**src/bde_pkg.sv**
```systemverilog
// Shared types and constants for the button debounce / event detector.
// No dependencies; every other file imports this package.
`default_nettype none

package bde_pkg;

    // fixed field widths of the channels and the register file
    localparam int CFG_W      = 16;
    localparam int TIME_IN_W  = 32;
    localparam int CNT_OUT_W  = 16;
    localparam int APB_ADDR_W = 5;
    localparam int APB_DATA_W = 32;

    localparam int DEF_COUNT_WIDTH = 16;
    localparam int DEF_TIME_WIDTH  = 32;

    // register defaults
    localparam logic             RST_ACTIVE_LEVEL = 1'b0;
    localparam logic [CFG_W-1:0] RST_DEBOUNCE     = 16'd30;
    localparam logic [CFG_W-1:0] RST_DC_WINDOW    = 16'd400;
    localparam logic [CFG_W-1:0] RST_HOLD_DELAY   = 16'd1500;
    localparam logic [CFG_W-1:0] RST_MODULUS      = 16'd1;

    typedef enum logic [2:0] {
        REG_ACTIVE_LEVEL   = 3'd0,
        REG_DEBOUNCE_DELAY = 3'd1,
        REG_DC_WINDOW      = 3'd2,
        REG_HOLD_DELAY     = 3'd3,
        REG_COUNT_MODULUS  = 3'd4
    } t_reg_idx;

    typedef enum logic [2:0] {
        ST_IDLE,
        ST_CMP,
        ST_SETTLE,
        ST_MOD,
        ST_DONE
    } t_state;

    typedef struct packed {
        logic             active_level;
        logic [CFG_W-1:0] debounce_delay;
        logic [CFG_W-1:0] dc_window;
        logic [CFG_W-1:0] hold_delay;
        logic [CFG_W-1:0] count_modulus;
    } t_cfg;

    // control of a serial unit: load operands, then advance one bit
    typedef struct packed {
        logic load;
        logic step;
    } t_unit_ctl;

endpackage

`default_nettype wire

```
**src/bde_if.sv**
```systemverilog
// Channel interfaces: raw sample transactions in, event result transactions out.
// Depends on bde_pkg for field widths.
`default_nettype none

interface bde_in_if import bde_pkg::*; ();
    logic                 valid;
    logic                 ready;
    logic                 pin_level;
    logic [TIME_IN_W-1:0] now_ms;
    logic                 clear_presses;
    logic                 clear_releases;

    modport source (output valid, pin_level, now_ms, clear_presses, clear_releases,
                    input ready);
    modport sink   (input valid, pin_level, now_ms, clear_presses, clear_releases,
                    output ready);
endinterface

interface bde_out_if import bde_pkg::*; ();
    logic                 valid;
    logic                 ready;
    logic                 is_pressed;
    logic                 just_pressed;
    logic                 just_released;
    logic                 changed;
    logic [CNT_OUT_W-1:0] press_count;
    logic [CNT_OUT_W-1:0] release_count;
    logic                 press_toggle;
    logic                 release_toggle;
    logic                 double_click;
    logic                 hold;
    logic                 nth_press;
    logic                 nth_release;

    modport source (output valid, is_pressed, just_pressed, just_released, changed,
                    press_count, release_count, press_toggle, release_toggle,
                    double_click, hold, nth_press, nth_release,
                    input ready);
    modport sink   (input valid, is_pressed, just_pressed, just_released, changed,
                    press_count, release_count, press_toggle, release_toggle,
                    double_click, hold, nth_press, nth_release,
                    output ready);
endinterface

`default_nettype wire

```
**src/bde_cfg_regs.sv**
```systemverilog
// APB register file holding the five configuration registers.
// Depends on bde_pkg (t_cfg, register indexes, reset values).
`default_nettype none

module bde_cfg_regs import bde_pkg::*; (
    input  wire logic                  i_clk,
    input  wire logic                  i_rst_n,
    input  wire logic                  psel,
    input  wire logic                  penable,
    input  wire logic                  pwrite,
    input  wire logic [APB_ADDR_W-1:0] paddr,
    input  wire logic [APB_DATA_W-1:0] pwdata,
    output logic      [APB_DATA_W-1:0] prdata,
    output logic                       pready,
    output t_cfg                       o_cfg
);

    t_cfg     r_cfg;
    t_reg_idx reg_idx;
    logic     wr_en;

    assign reg_idx = t_reg_idx'(paddr[4:2]);
    assign wr_en   = psel && penable && pwrite;
    assign pready  = 1'b1;
    assign o_cfg   = r_cfg;

    always_ff @(posedge i_clk) begin
        if (!i_rst_n) begin
            r_cfg.active_level   <= RST_ACTIVE_LEVEL;
            r_cfg.debounce_delay <= RST_DEBOUNCE;
            r_cfg.dc_window      <= RST_DC_WINDOW;
            r_cfg.hold_delay     <= RST_HOLD_DELAY;
            r_cfg.count_modulus  <= RST_MODULUS;
        end else if (wr_en) begin
            unique case (reg_idx)
                REG_ACTIVE_LEVEL:   r_cfg.active_level   <= pwdata[0];
                REG_DEBOUNCE_DELAY: r_cfg.debounce_delay <= pwdata[CFG_W-1:0];
                REG_DC_WINDOW:      r_cfg.dc_window      <= pwdata[CFG_W-1:0];
                REG_HOLD_DELAY:     r_cfg.hold_delay     <= pwdata[CFG_W-1:0];
                REG_COUNT_MODULUS:  r_cfg.count_modulus  <= pwdata[CFG_W-1:0];
                default: ;
            endcase
        end
    end

    always_comb begin
        unique case (reg_idx)
            REG_ACTIVE_LEVEL:   prdata = APB_DATA_W'(r_cfg.active_level);
            REG_DEBOUNCE_DELAY: prdata = APB_DATA_W'(r_cfg.debounce_delay);
            REG_DC_WINDOW:      prdata = APB_DATA_W'(r_cfg.dc_window);
            REG_HOLD_DELAY:     prdata = APB_DATA_W'(r_cfg.hold_delay);
            REG_COUNT_MODULUS:  prdata = APB_DATA_W'(r_cfg.count_modulus);
            default:            prdata = '0;
        endcase
    end

endmodule

`default_nettype wire

```
**src/bde_diff_cmp.sv**
```systemverilog
// Bit-serial unit: computes (a - b) mod 2^TIME_WIDTH and tests it against k,
// LSB first, one bit per step. Depends on bde_pkg.
`default_nettype none

module bde_diff_cmp import bde_pkg::*; #(
    parameter int TIME_WIDTH = DEF_TIME_WIDTH
) (
    input  wire logic                  i_clk,
    input  wire t_unit_ctl             i_ctl,
    input  wire logic [TIME_WIDTH-1:0] i_a,
    input  wire logic [TIME_WIDTH-1:0] i_b,
    input  wire logic [CFG_W-1:0]      i_k,
    output logic                       o_gt
);

    logic [TIME_WIDTH-1:0] r_a;
    logic [TIME_WIDTH-1:0] r_b;
    logic [TIME_WIDTH-1:0] r_k;
    logic                  r_borrow;
    logic                  r_gt;
    logic                  dbit;
    logic                  borrow;

    // one full-subtractor bit
    assign dbit   = r_a[0] ^ r_b[0] ^ r_borrow;
    assign borrow = (~r_a[0] & r_b[0]) | (~r_a[0] & r_borrow) | (r_b[0] & r_borrow);
    assign o_gt   = r_gt;

    always_ff @(posedge i_clk) begin
        if (i_ctl.load) begin
            r_a      <= i_a;
            r_b      <= i_b;
            r_k      <= TIME_WIDTH'(i_k);
            r_borrow <= 1'b0;
            r_gt     <= 1'b0;
        end else if (i_ctl.step) begin
            r_a      <= r_a >> 1;
            r_b      <= r_b >> 1;
            r_k      <= r_k >> 1;
            r_borrow <= borrow;
            // the highest differing bit seen last decides the order
            if (dbit != r_k[0]) begin
                r_gt <= dbit;
            end
        end
    end

endmodule

`default_nettype wire

```
**src/bde_mod_test.sv**
```systemverilog
// Restoring remainder unit: tests count mod modulus == 0, one dividend bit
// per step, MSB first. Modulus zero means 2^COUNT_WIDTH. Depends on bde_pkg.
`default_nettype none

module bde_mod_test import bde_pkg::*; #(
    parameter int COUNT_WIDTH = DEF_COUNT_WIDTH
) (
    input  wire logic                   i_clk,
    input  wire t_unit_ctl              i_ctl,
    input  wire logic [COUNT_WIDTH-1:0] i_count,
    input  wire logic [CFG_W-1:0]       i_modulus,
    output logic                        o_zero
);

    logic [COUNT_WIDTH-1:0] r_q;
    logic [CFG_W-1:0]       r_rem;
    logic [CFG_W-1:0]       r_mod;
    logic                   r_cnt_zero;
    logic [CFG_W:0]         trial;
    logic [CFG_W:0]         diff;

    assign trial  = {r_rem, r_q[COUNT_WIDTH-1]};
    assign diff   = trial - {1'b0, r_mod};
    assign o_zero = (r_mod == '0) ? r_cnt_zero : (r_rem == '0);

    always_ff @(posedge i_clk) begin
        if (i_ctl.load) begin
            r_q        <= i_count;
            r_rem      <= '0;
            r_mod      <= i_modulus;
            r_cnt_zero <= (i_count == '0);
        end else if (i_ctl.step) begin
            r_q <= r_q << 1;
            if (trial >= {1'b0, r_mod}) begin
                r_rem <= diff[CFG_W-1:0];
            end else begin
                r_rem <= trial[CFG_W-1:0];
            end
        end
    end

endmodule

`default_nettype wire

```
**src/button_debounce_event_detector.sv**
```systemverilog
// Debounced button event detector: one result transaction per sample transaction.
// Each accepted sample runs the bit-serial time subtract/compare pass, a settle step and
// the bit-serial remainder pass before its result is loaded into the output register.
// A new sample is taken only after that load; a stalled output delays it.
// Synchronous active-low reset restores register defaults and the power-up button state.
// Depends on bde_pkg, bde_if, bde_cfg_regs, bde_diff_cmp, bde_mod_test.
`default_nettype none

module button_debounce_event_detector import bde_pkg::*; #(
    parameter int COUNT_WIDTH = DEF_COUNT_WIDTH,
    parameter int TIME_WIDTH  = DEF_TIME_WIDTH
) (
    input  wire logic                  i_clk,
    input  wire logic                  i_rst_n,
    bde_in_if.sink                     i_item,
    bde_out_if.source                  o_result,
    input  wire logic                  psel,
    input  wire logic                  penable,
    input  wire logic                  pwrite,
    input  wire logic [APB_ADDR_W-1:0] paddr,
    input  wire logic [APB_DATA_W-1:0] pwdata,
    output logic      [APB_DATA_W-1:0] prdata,
    output logic                       pready
);

    localparam int STEPS_MAX = (TIME_WIDTH > COUNT_WIDTH) ? TIME_WIDTH : COUNT_WIDTH;
    localparam int SC_W      = $clog2(STEPS_MAX);

    t_cfg cfg;

    t_state r_state, n_state;
    logic [SC_W-1:0] r_cnt, n_cnt;

    // button state
    logic                   r_last_raw;
    logic                   r_settled;
    logic                   r_prev_stable;
    logic                   r_stable;
    logic [TIME_WIDTH-1:0]  r_settle_start;
    logic [COUNT_WIDTH-1:0] r_press_tally;
    logic [COUNT_WIDTH-1:0] r_release_tally;
    logic [TIME_WIDTH-1:0]  r_press_time;
    logic [TIME_WIDTH-1:0]  r_release_time;
    logic                   r_press_flip;
    logic                   r_release_flip;

    // captured sample and per-sample flags
    logic                  r_raw;
    logic [TIME_WIDTH-1:0] r_now;
    logic                  r_res_pressed;
    logic                  r_res_jp;
    logic                  r_res_jr;
    logic                  r_res_chg;
    logic                  r_res_dbl;
    logic                  r_res_hld;

    logic r_out_valid;

    logic                  accept;
    logic                  out_load;
    logic [TIME_WIDTH-1:0] now_in;
    t_unit_ctl             cmp_ctl;
    t_unit_ctl             mod_ctl;
    logic                  deb_gt;
    logic                  dc_gt;
    logic                  hold_gt;
    logic                  press_nth;
    logic                  release_nth;

    logic                   raw_chg;
    logic                   settled_new;
    logic                   stable_new;
    logic                   prev_new;
    logic                   pressed;
    logic                   chg;
    logic                   jp;
    logic                   jr;
    logic [COUNT_WIDTH-1:0] press_tally_new;
    logic [COUNT_WIDTH-1:0] release_tally_new;

    bde_cfg_regs u_cfg (
        .i_clk   (i_clk),
        .i_rst_n (i_rst_n),
        .psel    (psel),
        .penable (penable),
        .pwrite  (pwrite),
        .paddr   (paddr),
        .pwdata  (pwdata),
        .prdata  (prdata),
        .pready  (pready),
        .o_cfg   (cfg)
    );

    assign accept  = i_item.valid && i_item.ready;
    assign now_in  = TIME_WIDTH'(i_item.now_ms);
    assign cmp_ctl = '{load: accept, step: (r_state == ST_CMP)};
    assign mod_ctl = '{load: (r_state == ST_SETTLE), step: (r_state == ST_MOD)};

    bde_diff_cmp #(.TIME_WIDTH(TIME_WIDTH)) u_deb_cmp (
        .i_clk (i_clk),
        .i_ctl (cmp_ctl),
        .i_a   (now_in),
        .i_b   (r_settle_start),
        .i_k   (cfg.debounce_delay),
        .o_gt  (deb_gt)
    );

    // a release edge makes the gap now - last release time
    bde_diff_cmp #(.TIME_WIDTH(TIME_WIDTH)) u_dc_cmp (
        .i_clk (i_clk),
        .i_ctl (cmp_ctl),
        .i_a   (now_in),
        .i_b   (r_release_time),
        .i_k   (cfg.dc_window),
        .o_gt  (dc_gt)
    );

    bde_diff_cmp #(.TIME_WIDTH(TIME_WIDTH)) u_hold_cmp (
        .i_clk (i_clk),
        .i_ctl (cmp_ctl),
        .i_a   (now_in),
        .i_b   (r_press_time),
        .i_k   (cfg.hold_delay),
        .o_gt  (hold_gt)
    );

    // remainder passes see the tallies including this sample's edge
    bde_mod_test #(.COUNT_WIDTH(COUNT_WIDTH)) u_press_mod (
        .i_clk     (i_clk),
        .i_ctl     (mod_ctl),
        .i_count   (press_tally_new),
        .i_modulus (cfg.count_modulus),
        .o_zero    (press_nth)
    );

    bde_mod_test #(.COUNT_WIDTH(COUNT_WIDTH)) u_release_mod (
        .i_clk     (i_clk),
        .i_ctl     (mod_ctl),
        .i_count   (release_tally_new),
        .i_modulus (cfg.count_modulus),
        .o_zero    (release_nth)
    );

    // settle decision and debounced edges, evaluated in ST_SETTLE
    assign raw_chg     = (r_raw != r_last_raw);
    assign settled_new = raw_chg ? 1'b0 : (deb_gt ? 1'b1 : r_settled);
    assign stable_new  = settled_new ? r_raw    : r_stable;
    assign prev_new    = settled_new ? r_stable : r_prev_stable;
    assign pressed     = (stable_new == cfg.active_level);
    assign chg         = (prev_new != stable_new);
    assign jp          = chg & pressed;
    assign jr          = chg & ~pressed;
    assign press_tally_new   = jp ? r_press_tally + 1'b1 : r_press_tally;
    assign release_tally_new = jr ? r_release_tally + 1'b1 : r_release_tally;

    always_comb begin
        n_state  = r_state;
        n_cnt    = r_cnt;
        out_load = 1'b0;
        unique case (r_state)
            ST_IDLE: begin
                if (accept) begin
                    n_state = ST_CMP;
                    n_cnt   = SC_W'(TIME_WIDTH - 1);
                end
            end
            ST_CMP: begin
                n_cnt = r_cnt - 1'b1;
                if (r_cnt == '0) begin
                    n_state = ST_SETTLE;
                end
            end
            ST_SETTLE: begin
                n_state = ST_MOD;
                n_cnt   = SC_W'(COUNT_WIDTH - 1);
            end
            ST_MOD: begin
                n_cnt = r_cnt - 1'b1;
                if (r_cnt == '0) begin
                    n_state = ST_DONE;
                end
            end
            ST_DONE: begin
                if (!r_out_valid || o_result.ready) begin
                    out_load = 1'b1;
                    n_state  = ST_IDLE;
                end
            end
            default: n_state = ST_IDLE;
        endcase
    end

    assign i_item.ready = (r_state == ST_IDLE);

    always_ff @(posedge i_clk) begin
        if (!i_rst_n) begin
            r_state <= ST_IDLE;
            r_cnt   <= '0;
        end else begin
            r_state <= n_state;
            r_cnt   <= n_cnt;
        end
    end

    always_ff @(posedge i_clk) begin
        if (!i_rst_n) begin
            r_last_raw      <= 1'b0;
            r_settled       <= 1'b1;
            r_prev_stable   <= 1'b0;
            r_stable        <= 1'b0;
            r_settle_start  <= '0;
            r_press_tally   <= '0;
            r_release_tally <= '0;
            r_press_time    <= '0;
            r_release_time  <= '0;
            r_press_flip    <= 1'b0;
            r_release_flip  <= 1'b1;
        end else if (accept) begin
            // clears act before this sample's edges
            if (i_item.clear_presses) begin
                r_press_tally <= '0;
            end
            if (i_item.clear_releases) begin
                r_release_tally <= '0;
            end
        end else if (r_state == ST_SETTLE) begin
            r_last_raw      <= r_raw;
            r_settled       <= settled_new;
            r_stable        <= stable_new;
            r_prev_stable   <= prev_new;
            r_press_tally   <= press_tally_new;
            r_release_tally <= release_tally_new;
            if (raw_chg) begin
                r_settle_start <= r_now;
            end
            if (jp) begin
                r_press_time <= r_now;
                r_press_flip <= ~r_press_flip;
            end
            if (jr) begin
                r_release_time <= r_now;
                r_release_flip <= ~r_release_flip;
            end
        end
    end

    always_ff @(posedge i_clk) begin
        if (accept) begin
            r_raw <= i_item.pin_level;
            r_now <= now_in;
        end
        if (r_state == ST_SETTLE) begin
            r_res_pressed <= pressed;
            r_res_jp      <= jp;
            r_res_jr      <= jr;
            r_res_chg     <= chg;
            r_res_dbl     <= jr & ~dc_gt;
            // a press edge on this sample means zero time held
            r_res_hld     <= pressed & ~jp & hold_gt;
        end
    end

    // output register
    always_ff @(posedge i_clk) begin
        if (!i_rst_n) begin
            r_out_valid <= 1'b0;
        end else if (out_load) begin
            r_out_valid <= 1'b1;
        end else if (o_result.ready) begin
            r_out_valid <= 1'b0;
        end
    end

    always_ff @(posedge i_clk) begin
        if (out_load) begin
            o_result.is_pressed     <= r_res_pressed;
            o_result.just_pressed   <= r_res_jp;
            o_result.just_released  <= r_res_jr;
            o_result.changed        <= r_res_chg;
            o_result.press_count    <= CNT_OUT_W'(r_press_tally);
            o_result.release_count  <= CNT_OUT_W'(r_release_tally);
            o_result.press_toggle   <= r_press_flip;
            o_result.release_toggle <= r_release_flip;
            o_result.double_click   <= r_res_dbl;
            o_result.hold           <= r_res_hld;
            o_result.nth_press      <= press_nth;
            o_result.nth_release    <= release_nth;
        end
    end

    assign o_result.valid = r_out_valid;

    a_accept_starts_cmp: assert property (@(posedge i_clk) disable iff (!i_rst_n)
        accept |=> (r_state == ST_CMP))
        else $error("accepted sample did not start the compare pass");

    a_cmp_count_bound: assert property (@(posedge i_clk) disable iff (!i_rst_n)
        (r_state == ST_CMP) |-> (r_cnt <= SC_W'(TIME_WIDTH - 1)))
        else $error("compare step counter out of range");

    a_result_after_done: assert property (@(posedge i_clk) disable iff (!i_rst_n)
        $rose(r_out_valid) |-> ($past(r_state) == ST_DONE))
        else $error("result presented without finishing a sample");

    a_tally_update_points: assert property (@(posedge i_clk) disable iff (!i_rst_n)
        !$stable(r_press_tally) |->
            (!$past(i_rst_n) || $past(accept) || ($past(r_state) == ST_SETTLE)))
        else $error("press tally changed outside a sample");

endmodule

`default_nettype wire

```
**src/flat_wrapper.sv**
```systemverilog
// flat-port wrapper written by rule: the top's interface ports become plain ports
module button_debounce_event_detector_flat import bde_pkg::*;
#(
    parameter int COUNT_WIDTH = DEF_COUNT_WIDTH,
    parameter int TIME_WIDTH  = DEF_TIME_WIDTH
)
  (i_clk, i_rst_n, psel, penable, pwrite, paddr, pwdata, prdata, pready, i_item_valid, i_item_pin_level, i_item_now_ms, i_item_clear_presses, i_item_clear_releases, i_item_ready, o_result_valid, o_result_is_pressed, o_result_just_pressed, o_result_just_released, o_result_changed, o_result_press_count, o_result_release_count, o_result_press_toggle, o_result_release_toggle, o_result_double_click, o_result_hold, o_result_nth_press, o_result_nth_release, o_result_ready);
  bde_in_if i_item_i ();
  bde_out_if o_result_i ();
  input  wire logic i_clk;
  input  wire logic i_rst_n;
  input  wire logic psel;
  input  wire logic penable;
  input  wire logic pwrite;
  input  wire logic [APB_ADDR_W-1:0] paddr;
  input  wire logic [APB_DATA_W-1:0] pwdata;
  output logic      [APB_DATA_W-1:0] prdata;
  output logic pready;
  input wire logic [$bits(i_item_i.valid)-1:0] i_item_valid;
  input wire logic [$bits(i_item_i.pin_level)-1:0] i_item_pin_level;
  input wire logic [$bits(i_item_i.now_ms)-1:0] i_item_now_ms;
  input wire logic [$bits(i_item_i.clear_presses)-1:0] i_item_clear_presses;
  input wire logic [$bits(i_item_i.clear_releases)-1:0] i_item_clear_releases;
  output wire logic [$bits(i_item_i.ready)-1:0] i_item_ready;
  output wire logic [$bits(o_result_i.valid)-1:0] o_result_valid;
  output wire logic [$bits(o_result_i.is_pressed)-1:0] o_result_is_pressed;
  output wire logic [$bits(o_result_i.just_pressed)-1:0] o_result_just_pressed;
  output wire logic [$bits(o_result_i.just_released)-1:0] o_result_just_released;
  output wire logic [$bits(o_result_i.changed)-1:0] o_result_changed;
  output wire logic [$bits(o_result_i.press_count)-1:0] o_result_press_count;
  output wire logic [$bits(o_result_i.release_count)-1:0] o_result_release_count;
  output wire logic [$bits(o_result_i.press_toggle)-1:0] o_result_press_toggle;
  output wire logic [$bits(o_result_i.release_toggle)-1:0] o_result_release_toggle;
  output wire logic [$bits(o_result_i.double_click)-1:0] o_result_double_click;
  output wire logic [$bits(o_result_i.hold)-1:0] o_result_hold;
  output wire logic [$bits(o_result_i.nth_press)-1:0] o_result_nth_press;
  output wire logic [$bits(o_result_i.nth_release)-1:0] o_result_nth_release;
  input wire logic [$bits(o_result_i.ready)-1:0] o_result_ready;
  assign i_item_i.valid = i_item_valid;
  assign i_item_i.pin_level = i_item_pin_level;
  assign i_item_i.now_ms = i_item_now_ms;
  assign i_item_i.clear_presses = i_item_clear_presses;
  assign i_item_i.clear_releases = i_item_clear_releases;
  assign i_item_ready = i_item_i.ready;
  assign o_result_valid = o_result_i.valid;
  assign o_result_is_pressed = o_result_i.is_pressed;
  assign o_result_just_pressed = o_result_i.just_pressed;
  assign o_result_just_released = o_result_i.just_released;
  assign o_result_changed = o_result_i.changed;
  assign o_result_press_count = o_result_i.press_count;
  assign o_result_release_count = o_result_i.release_count;
  assign o_result_press_toggle = o_result_i.press_toggle;
  assign o_result_release_toggle = o_result_i.release_toggle;
  assign o_result_double_click = o_result_i.double_click;
  assign o_result_hold = o_result_i.hold;
  assign o_result_nth_press = o_result_i.nth_press;
  assign o_result_nth_release = o_result_i.nth_release;
  assign o_result_i.ready = o_result_ready;
  button_debounce_event_detector #(.COUNT_WIDTH(COUNT_WIDTH), .TIME_WIDTH(TIME_WIDTH)) u_core (.i_clk(i_clk), .i_rst_n(i_rst_n), .i_item(i_item_i), .o_result(o_result_i), .psel(psel), .penable(penable), .pwrite(pwrite), .paddr(paddr), .pwdata(pwdata), .prdata(prdata), .pready(pready));
endmodule
```
**config.mk**
```make
export PLATFORM = sky130hd
export DESIGN_NAME = button_debounce_event_detector_flat
export DESIGN_NICKNAME = d
export VERILOG_FILES = /design/src/bde_pkg.sv /design/src/bde_if.sv /design/src/bde_cfg_regs.sv /design/src/bde_diff_cmp.sv /design/src/bde_mod_test.sv /design/src/button_debounce_event_detector.sv /design/src/flat_wrapper.sv
export SDC_FILE = /design/constraint.sdc
export NUM_CORES = 1
export LEC_CHECK = 0
export BUFFER_PORTS_ARGS = -buffer_cell sky130_fd_sc_hd__buf_2
export CAP_MARGIN = 20
export CORE_ASPECT_RATIO = 0.8
export CORE_MARGIN = 2
export CORE_UTILIZATION = 40
export CTS_CLUSTER_DIAMETER = 100
export DETAILED_ROUTE_END_ITERATION = 7
export SLEW_MARGIN = 0
export SYNTH_ARGS = -nofsm -noshare
export SYNTH_HDL_FRONTEND = slang
export SYNTH_HIERARCHICAL = 1
export SYNTH_SLANG_ARGS = --single-unit
```
**constraint.sdc**
```tcl
create_clock -name i_clk -period 3.6 [get_ports i_clk]
set_input_delay 0.18 -clock i_clk [delete_from_list [all_inputs] [get_ports i_clk]]
set_output_delay 0.18 -clock i_clk [all_outputs]
set_load 0.02 [all_outputs]
```
==> qor.yml, run 1 <==
cts_made_buffers: 69
antenna-diode-count: 0
cts_root_buffer: "clkbuf_16"
yosys.area.top_type_share: 0.3999
maxCapViolations: 0
synthTopCellsByCount: "edfxtp_1, nand2_1, dfxtp_1"
regToRegSetupSlack_ns: 0.75
pin_count: 156
fin_util: 0.4593
fin_crit_sh: 0.7916
layout-drive-gt1-share: 0.2320
min_to: "u_core/r_cnt[3]"
critical_path.max_fanout: 10
avgSynthCellArea_um2: 12.55
critical_path_class: "flop to flop"
design_area_um2: 33070
drv_slew: 0
setup_tns_ns: 0
grt_pass1_wl_um: 102700
maxSlewHeadroom: 0.2701
rsz0062_at_grt: "false"
power_density_nw_per_um2: 608.9
core-area_um2: 72010
place.gp.congestion: 0.8641
dr_total_vias: 18430
ys_ff_latch: 633
reg2reg_depth: 7
start_util: 0.4036
drc: 0
start_kind: "flop"
synth_edf_count: 387
vias_per_cell: 5.330
clock-sinks: 633
nNetsFinal: 2576
wl_per_cell_um: 18.93
synthArstFlopShare: 0
htree_levels: 3
finalWirelength_um: 65470
r2r-start: "u_core/u_cfg/o_cfg[64]"
die_area_um2: 74840
worstMarginPinSlew_ns: 1.095
multi_input_area_um2: 11390
cp-end-kind: "flop"
arrival_ns: 3.31
hold_depth: 3
yosysWarnings: 6
first_global_vias: 18000
synth-seq-area-share: 0.5694
die_w_um: 305.4
die_h_um: 245.1
synthMostInstantiatedCell: "edfxtp_1"
register_area_um2: 16550
synthFlopType: "edfxtp_1"
cts_setup_buffers: 0
fill_cells: 6458
synth.distinct_cells: 97
antenna_left: 0
portBuffers: 120
cts_tree: "done"
worstHoldPathType: "input port to flop"
antenna_found_initial: 1
p_leak_nw: 12.42
clock_path_buffers: 3
cts_resized: 0
path_clk_slew_ns: 0.06
synth_top_cell_by_area: "edfxtp_1"
netlist_instances: 2315
dpl-instance-area_um2: 30310
dpl.hpwl_um: 41770
skew_ns: 0.01590
status: "finished, final reports clean"
netlist_top_cells_area: "edfxtp_1, dfxtp_1, mux2_4"
worstPathRequired_ns: 4.06
clock_latency_ns: 0.60
netlist_area_um2: 29060
dr.pass1.iters: 5
max_freq_mhz: 350.9
r2r_end: "u_core/u_release_mod/r_cnt_zero"
worstHoldStart: "i_item_valid"
finalSetupViolCount: 0
ir_drop_uv: 325.3
area_growth_syn_to_layout_pct: 13.80
num_rows: 88
grt_use_total: 0.1711
hold_violations: 0
drt-initial-drc-count: 1255
overflow: 0
grt_start_max_net_pins: 81
fin_crit_ns: 2.850
==> per-stage QoR <==
| step | setup slack (ns) | hold slack (ns) | cells | total power [W] |
|---|---|---|---|---|
| 5_1_grt | 0.6361 | 0.06857 | 3458 | 0.02105 |
| 2_1_floorplan | 0.02492 | 0.2789 | 2330 | 0.01233 |
| 3_5_place_dp | 0.8244 | 0.3983 | 3277 | 0.01321 |
| 6_report | 0.7504 | 0.08187 | 3458 | 0.02014 |
| 3_3_place_gp | 0.8425 | 0.4004 | 3277 | 0.01314 |
| 4_1_cts | 0.7872 | 0.02428 | 3458 | 0.02032 |
==> cell type report <==
| class | instances | area share |
|---|---|---|
| clock buffer | 93 | 0.05838 |
| timing repair buffer | 207 | 0.04457 |
| tap | 945 | 0.03575 |
| inverter | 65 | 0.007491 |
| clock inverter | 35 | 0.009194 |
| sequential | 633 | 0.5003 |
| multi-input combinational | 1480 | 0.3443 |
==> worst max path at each step <==
stage,from,endpoint
after floorplan,u_core/r_state[1],u_core/u_dc_cmp/r_a[0]
after CTS,u_core/u_cfg/o_cfg[64],u_core/u_release_mod/r_cnt_zero
after global routing,u_core/u_release_mod/r_q[15],u_core/u_release_mod/r_rem[14]
after detailed placement,u_core/u_cfg/o_cfg[64],u_core/u_release_mod/r_cnt_zero
final,u_core/u_cfg/o_cfg[64],u_core/u_release_mod/r_cnt_zero
after global placement,u_core/u_release_mod/r_q[15],u_core/u_release_mod/r_rem[14]
==> power breakdown <==
group	internal, W	switching (W)	total [W]
combinational	0.00173	0.00198	0.00371
clock	0.00408	0.00289	0.00697
sequential	0.00893	0.000521	0.00946
==> per-layer routing <==
metal	share of wire	track usage	vias up
met5	0.00020	0	-
met4	0.017	0.04086	2
met3	0.045	0.02953	92
met2	0.44	0.2624	466
met1	0.49	0.2511	9130
li1	-	-	8742
==> state kept, by name, summed over array words and instances (netlist names), 32 cells and up <==
signal                 cells
u_core/u_hold_cmp/r_b     32
u_core/r_now              32
u_core/u_deb_cmp/r_b      32
u_core/r_release_time     32
u_core/u_cfg/o_cfg        65
u_core/u_deb_cmp/r_a      32
u_core/u_dc_cmp/r_b       32
u_core/u_hold_cmp/r_a     32
u_core/r_settle_start     32
u_core/r_press_time       32
u_core/u_dc_cmp/r_a       32
==> cells in the final DEF (no fill, tap or decap), types with 29 or more instances in the layout <==
cell type / Yosys / routed
edfxtp_1: 387 / 387
mux2i_1: 99 / 99
nand3_1: 35 / 35
dlygate4sd3_1: 0 / 53
clkbuf_16: 0 / 72
buf_2: 33 / 120
o21ai_0: 61 / 61
nand2_1: 286 / 286
dfxtp_1: 246 / 246
xnor2_1: 29 / 29
mux2_4: 192 / 192
nor2_1: 113 / 112
nor4_1: 32 / 32
mux2_2: 85 / 85
a21oi_1: 119 / 118
inv_1: 63 / 62
ha_1: 36 / 36
xor2_1: 31 / 31
==> worst max-delay path: stages, from the launching register on <==
cell     delay, ns
dfxtp_1       0.65
o21ai_0       0.32
o22a_1        0.36
a21oi_2       0.51
nand3_1       0.17
xnor2_1       0.20
nor4_1        0.25
and4_1        0.25
==> what timing repair did <==
item / 4_1_cts / 5_1_grt
setup endpoints to repair: 0 / 0
hold buffers: 53 / 0
hold endpoints to repair: 200 / 0
==> cells by family (layout without fill, tap and decap cells) <==
group / after synthesis / count (layout) / synth area share
flip-flops: 633 / 633 / 0.5694
XOR/XNOR: 60 / 60 / 0.01808
other: 2 / 17 / 0.0002584
AO/OA/AOI/OAI: 385 / 385 / 0.08801
adder cells (fa/ha/maj): 41 / 41 / 0.01894
multiplexers: 376 / 376 / 0.1662
AND/OR/NAND/NOR: 601 / 601 / 0.09713
buffers and inverters: 217 / 400 / 0.04198
Power figures use the tool's default switching activity.
==> run 2, diff against run 1 <==
- clock period: 3.6 -> 2.91 ns (I/O delays scaled with it)
==> qor.yml, run 2 (synthesized netlist as in run 1, its figures left out) <==
grt_use_met3: 0.02944
multi_input_area_um2: 11400
skew_ns: 0.02002
gr-max-usage-layer: "met2"
cp-end-kind: "flop"
dr_total_vias: 18450
cts_made_buffers: 68
p_sw_frac: 0.2661
first_global_vias: 18590
vias_per_cell: 5.283
clock_path_buffers: 3
fin_util: 0.4643
met1_usage: 0.2508
reg2reg_depth: 7
p_sw_w: 0.006618
r2r_end: "u_core/u_release_mod/r_cnt_zero"
worstPathRequired_ns: 3.38
cts_tree: "done"
ir_drop_uv: 405.4
regToRegSetupSlack_ns: 0.16
grt_use_total: 0.1765
status: "finished, final reports clean"
setup_tns_ns: 0
layout_commonest_cell: "edfxtp_1"
critPathTopFamily: "simple AND/OR/NAND/NOR gates"
path_clk_slew_ns: 0.06
arrival_ns: 3.22
p_int_w: 0.01826
die_area_um2: 74840
min_to: "u_core/u_cfg/o_cfg[39]"
crit_buf_inv: 0
max_freq_mhz: 363.0
design_area_um2: 33430
drc: 0
start_util: 0.4036
drt-initial-drc-count: 1310
pwr-share-clk: 0.340
dr.pass1.iters: 6
finalWirelength_um: 66880
critical_path.max_fanout: 13
htree_levels: 3
power_density_nw_per_um2: 744.1
die_h_um: 245.1
fill_cells: 6438
clock_latency_ns: 0.61
layout-drive-gt1-share: 0.2423
max_stage_delay_ns: 0.64
pin_count: 156
grt_pass1_wl_um: 105300
clock-sinks: 633
drv_slew: 0
placed_cells: 3311
comb_power_share: 0.189
layout_common_cells: "edfxtp_1, nand2_1, dfxtp_1"
dpl-instance-area_um2: 30660
hold_depth: 3
overflow: 0
worstHoldStart: "pwrite"
holdWs_ns: 0.05835
rsz0062_at_grt: "false"
largest_reg_flops: 65
critical_path_class: "flop to flop"
worstMarginPinSlew_ns: 1.054
start_kind: "flop"
grt_start_max_net_pins: 99
portBuffers: 120
pwr-share-seq: 0.471
finalSetupViolCount: 0
place.gp.congestion: 0.8460
fin_cells: 3492
grtUsageMet2: 0.2790
dpl.hpwl_um: 43590
cp.depth: 7
p_leak_nw: 12.63
cts_setup_buffers: 0
antenna_left: 0
fin_crit_sh: 0.9466
core-area_um2: 72010
worstHoldPathType: "input port to flop"
die_w_um: 305.4
wl_per_cell_um: 19.15
register_area_um2: 16550
nNetsFinal: 2612
cts_root_buffer: "clkbuf_16"
r2r-start: "u_core/u_cfg/o_cfg[64]"
cpMaxStageDelayCell: "dfxtp_1"
maxCapViolations: 0
hold_violations: 0
antenna_found_initial: 1
maxSlewHeadroom: 0.2973
area_growth_syn_to_layout_pct: 15.04
path_cells: "o21ai_0 > o22a_1 > and2_4 > nor3_1 > xor2_1 > nor4_1 > and4_1"
fin_crit_ns: 2.755
num_rows: 88
==> run 2: cell count changes in the layout (fill, tap and decap cells not counted), moves of 2 or more <==
cell / previous run / this run
clkinv_2: 9 / 17
dlygate4sd3_1: 53 / 55
buf_4: 27 / 53
clkinv_1: 11 / 8
clkinvlp_4: 4 / 2
inv_6: 7 / 0
buf_12: 7 / 15
==> run 2: worst min-delay path: cells and delay by family <==
kind	cells	cell delay (ns)
AND/OR/NAND/NOR	1	0.18
AO/OA/AOI/OAI	1	0.14
buffers and inverters	1	0.12
==> run 2: power by group through the flow <==
| stage | logic (W) | registers (W) | clock network, W |
|---|---|---|---|
| 2_1_floorplan | 0.00366 | 0.0116 | 0 |
| 3_3_place_gp | 0.00452 | 0.0118 | 0 |
| 3_5_place_dp | 0.00461 | 0.0119 | 0 |
| 4_1_cts | 0.00471 | 0.0117 | 0.00869 |
| 5_1_grt | 0.00511 | 0.0118 | 0.00906 |
| 6_report | 0.00470 | 0.0117 | 0.00846 |
==> run 2: stage by stage <==
| stage | power (W) | setup slack, ns |
|---|---|---|
| 2_1_floorplan | 0.01525 | 0.1601 |
| 3_3_place_gp | 0.01637 | 0.2566 |
| 3_5_place_dp | 0.01647 | 0.2346 |
| 4_1_cts | 0.02510 | 0.1997 |
| 5_1_grt | 0.02600 | 0.005659 |
| 6_report | 0.02488 | 0.1554 |
==> run 2: layout make-up <==
cell class,count,share of cell area
Multi-Input combinational cell,1480,0.3410
Clock buffer,95,0.05861
Tap cell,945,0.03537
Antenna cell,1,0.00007485
Inverter,65,0.007373
Timing Repair Buffer,244,0.05614
Sequential cell,633,0.4949
Clock inverter,29,0.006550
==> run 2: worst max-delay path by stage <==
stage	startpoint	end	slack (ns)
after floorplan	u_core/r_state[1]	u_core/u_dc_cmp/r_a[0]	0.16
after global placement	u_core/u_press_mod/r_q[15]	u_core/u_press_mod/r_rem[8]	0.26
after detailed placement	u_core/r_raw	u_core/u_release_mod/r_cnt_zero	0.23
after CTS	u_core/r_raw	u_core/u_release_mod/r_cnt_zero	0.20
after global routing	u_core/u_cfg/o_cfg[64]	u_core/u_press_mod/r_cnt_zero	0.006
final	u_core/u_cfg/o_cfg[64]	u_core/u_release_mod/r_cnt_zero	0.16
==> run 2: per-layer routing <==
metal  up-vias  wire length (um)
met1      9131             32080
met4         2              1234
met2       421             30670
li1       8803                 -
met3        90              2887
met5         -                13
==> run 2: repair_timing <==
item,CTS,global route
endpoints found under the setup margin,0,1
gates resized for setup,0,1
hold endpoints to repair,198,0
hold buffers,55,0
==> run 3, diff against run 2 <==
- CTS_BUF_LIST: not set -> sky130_fd_sc_hd__clkbuf_8
- RECOVER_POWER: not set -> 50
- SKIP_CTS_REPAIR_TIMING: not set -> 1
==> qor.yml, run 3 (synthesized netlist as in run 1, its figures left out) <==
status: "finished, final reports clean"
power_density_nw_per_um2: 725.6
reg2reg_depth: 7
critical_path_class: "input port to output pin"
fin_crit_sh: 0.9834
clock-sinks: 633
path_clk_slew_ns: 0.06
area_growth_syn_to_layout_pct: 14.16
nNetsFinal: 2649
arrival_ns: 2.72
finalWirelength_um: 67280
dr_total_vias: 18700
skew_ns: 0.04327
first_global_vias: 18690
worstHoldStart: "paddr[3]"
hold_violations: 0
finalSetupViolCount: 0
die_area_um2: 74840
p_int_w: 0.01733
pwr-share-seq: 0.486
antenna_found_initial: 2
layout-drive-gt1-share: 0.2193
portBuffers: 120
num_rows: 88
drc: 0
die_w_um: 305.4
vias_per_cell: 5.248
maxSlewHeadroom: 0.1238
worstPathRequired_ns: 2.76
placed_cells: 3311
fin_crit_ns: 2.862
critical_path.max_fanout: 20
clock_path_buffers: 3
p_sw_w: 0.006738
pwr-share-clk: 0.319
p_leak_nw: 12.51
grt_start_max_net_pins: 99
p_sw_frac: 0.2799
min_to: "u_core/u_cfg/o_cfg[52]"
antenna_left: 0
r2r-start: "u_core/r_stable"
drv_slew: 0
fin_cells: 3564
hold_depth: 3
dpl.hpwl_um: 43590
regToRegSetupSlack_ns: 0.17
largest_reg_flops: 65
grt_use_total: 0.1757
cts_root_buffer: "clkbuf_8"
dr.pass1.iters: 5
place.gp.congestion: 0.8460
r2r_end: "u_core/u_release_mod/r_cnt_zero"
htree_levels: 3
layout_commonest_cell: "edfxtp_1"
cts_tree: "done"
wl_per_cell_um: 18.88
worstMarginPinSlew_ns: 1.314
setup_tns_ns: 0
grt_pass1_wl_um: 105000
die_h_um: 245.1
comb_power_share: 0.195
layout_common_cells: "edfxtp_1, nand2_1, dfxtp_1"
maxCapViolations: 0
start_kind: "input port"
worstHoldPathType: "input port to flop"
clock_latency_ns: 0.72
drt-initial-drc-count: 1363
pin_count: 156
cts_made_buffers: 101
core-area_um2: 72010
ir_drop_uv: 352.5
overflow: 0
max_freq_mhz: 349.4
start_util: 0.4036
cp-end-kind: "output pin"
==> run 3: cell count changes in the layout (fill, tap and decap cells not counted), sizes merged <==
| cell | delta |
|---|---|
| buf | -90 |
| dlygate4sd3 | +4 |
| clkbuf | +112 |
| inv | +35 |
| clkinv | +10 |
| bufinv | +1 |
==> run 3: routing by layer <==
| metal | vias to the layer above | track usage | wire, um |
|---|---|---|---|
| li1 | 8889 | - | - |
| met5 | - | 0 | 7 |
| met2 | 460 | 0.2761 | 30820 |
| met4 | 2 | 0.04593 | 1181 |
| met1 | 9255 | 0.2473 | 32020 |
| met3 | 97 | 0.03592 | 3243 |
==> run 3: area by class of cell <==
class,count,area [um^2]
flip-flops and latches,633,16550
clock buffers,117,1610
multi-input cells,1480,11350
fillers,6500,38830
inverters,65,246.5
repair buffers,248,1774
clock inverters,75,457.9
diodes,1,2.502
well taps,945,1182
==> run 3: critical path, stage by stage <==
cell           delay (ns)
dlygate4sd3_1        0.53
buf_2                0.12
clkbuf_1             0.96
nor3b_2              0.20
buf_4                0.27
nand2_1              0.07
o21ai_0              0.17
buf_2                0.24
==> run 3: per-stage QoR <==
| step | total power [W] | setup slack [ns] | util | hold slack (ns) | cell area [um^2] |
|---|---|---|---|---|---|
| finish | 0.02407 | 0.04820 | 0.4607 | 0.04004 | 33180 |
| CTS | 0.02425 | 0.1889 | 0.4546 | -0.3942 | 32730 |
| global route | 0.02525 | -0.0007681 | 0.4607 | 0.02169 | 33180 |
| detailed placement | 0.01647 | 0.2346 | 0.4258 | 0.3717 | 30660 |
| global placement | 0.01637 | 0.2566 | 0.4258 | 0.3656 | 30660 |
| floorplan | 0.01525 | 0.1601 | - | 0.2444 | 29130 |
==> run 3: worst max path at each step <==
stage / start / to / slack [ns]
after floorplan: u_core/r_state[1] / u_core/u_dc_cmp/r_a[0] / 0.16
after global placement: u_core/u_press_mod/r_q[15] / u_core/u_press_mod/r_rem[8] / 0.26
after detailed placement: u_core/r_raw / u_core/u_release_mod/r_cnt_zero / 0.23
after CTS: u_core/u_press_mod/r_q[15] / u_core/u_press_mod/r_rem[14] / 0.19
after global routing: paddr[2] / prdata[8] / -0.0008
final: paddr[2] / prdata[9] / 0.05
==> run 3: power groups by stage <==
stage	logic, W	clock network (W)	registers (W)
2_1_floorplan	0.00366	0	0.0116
3_3_place_gp	0.00452	0	0.0118
3_5_place_dp	0.00461	0	0.0119
4_1_cts	0.00465	0.00789	0.0117
5_1_grt	0.00510	0.00832	0.0118
6_report	0.00469	0.00768	0.0117
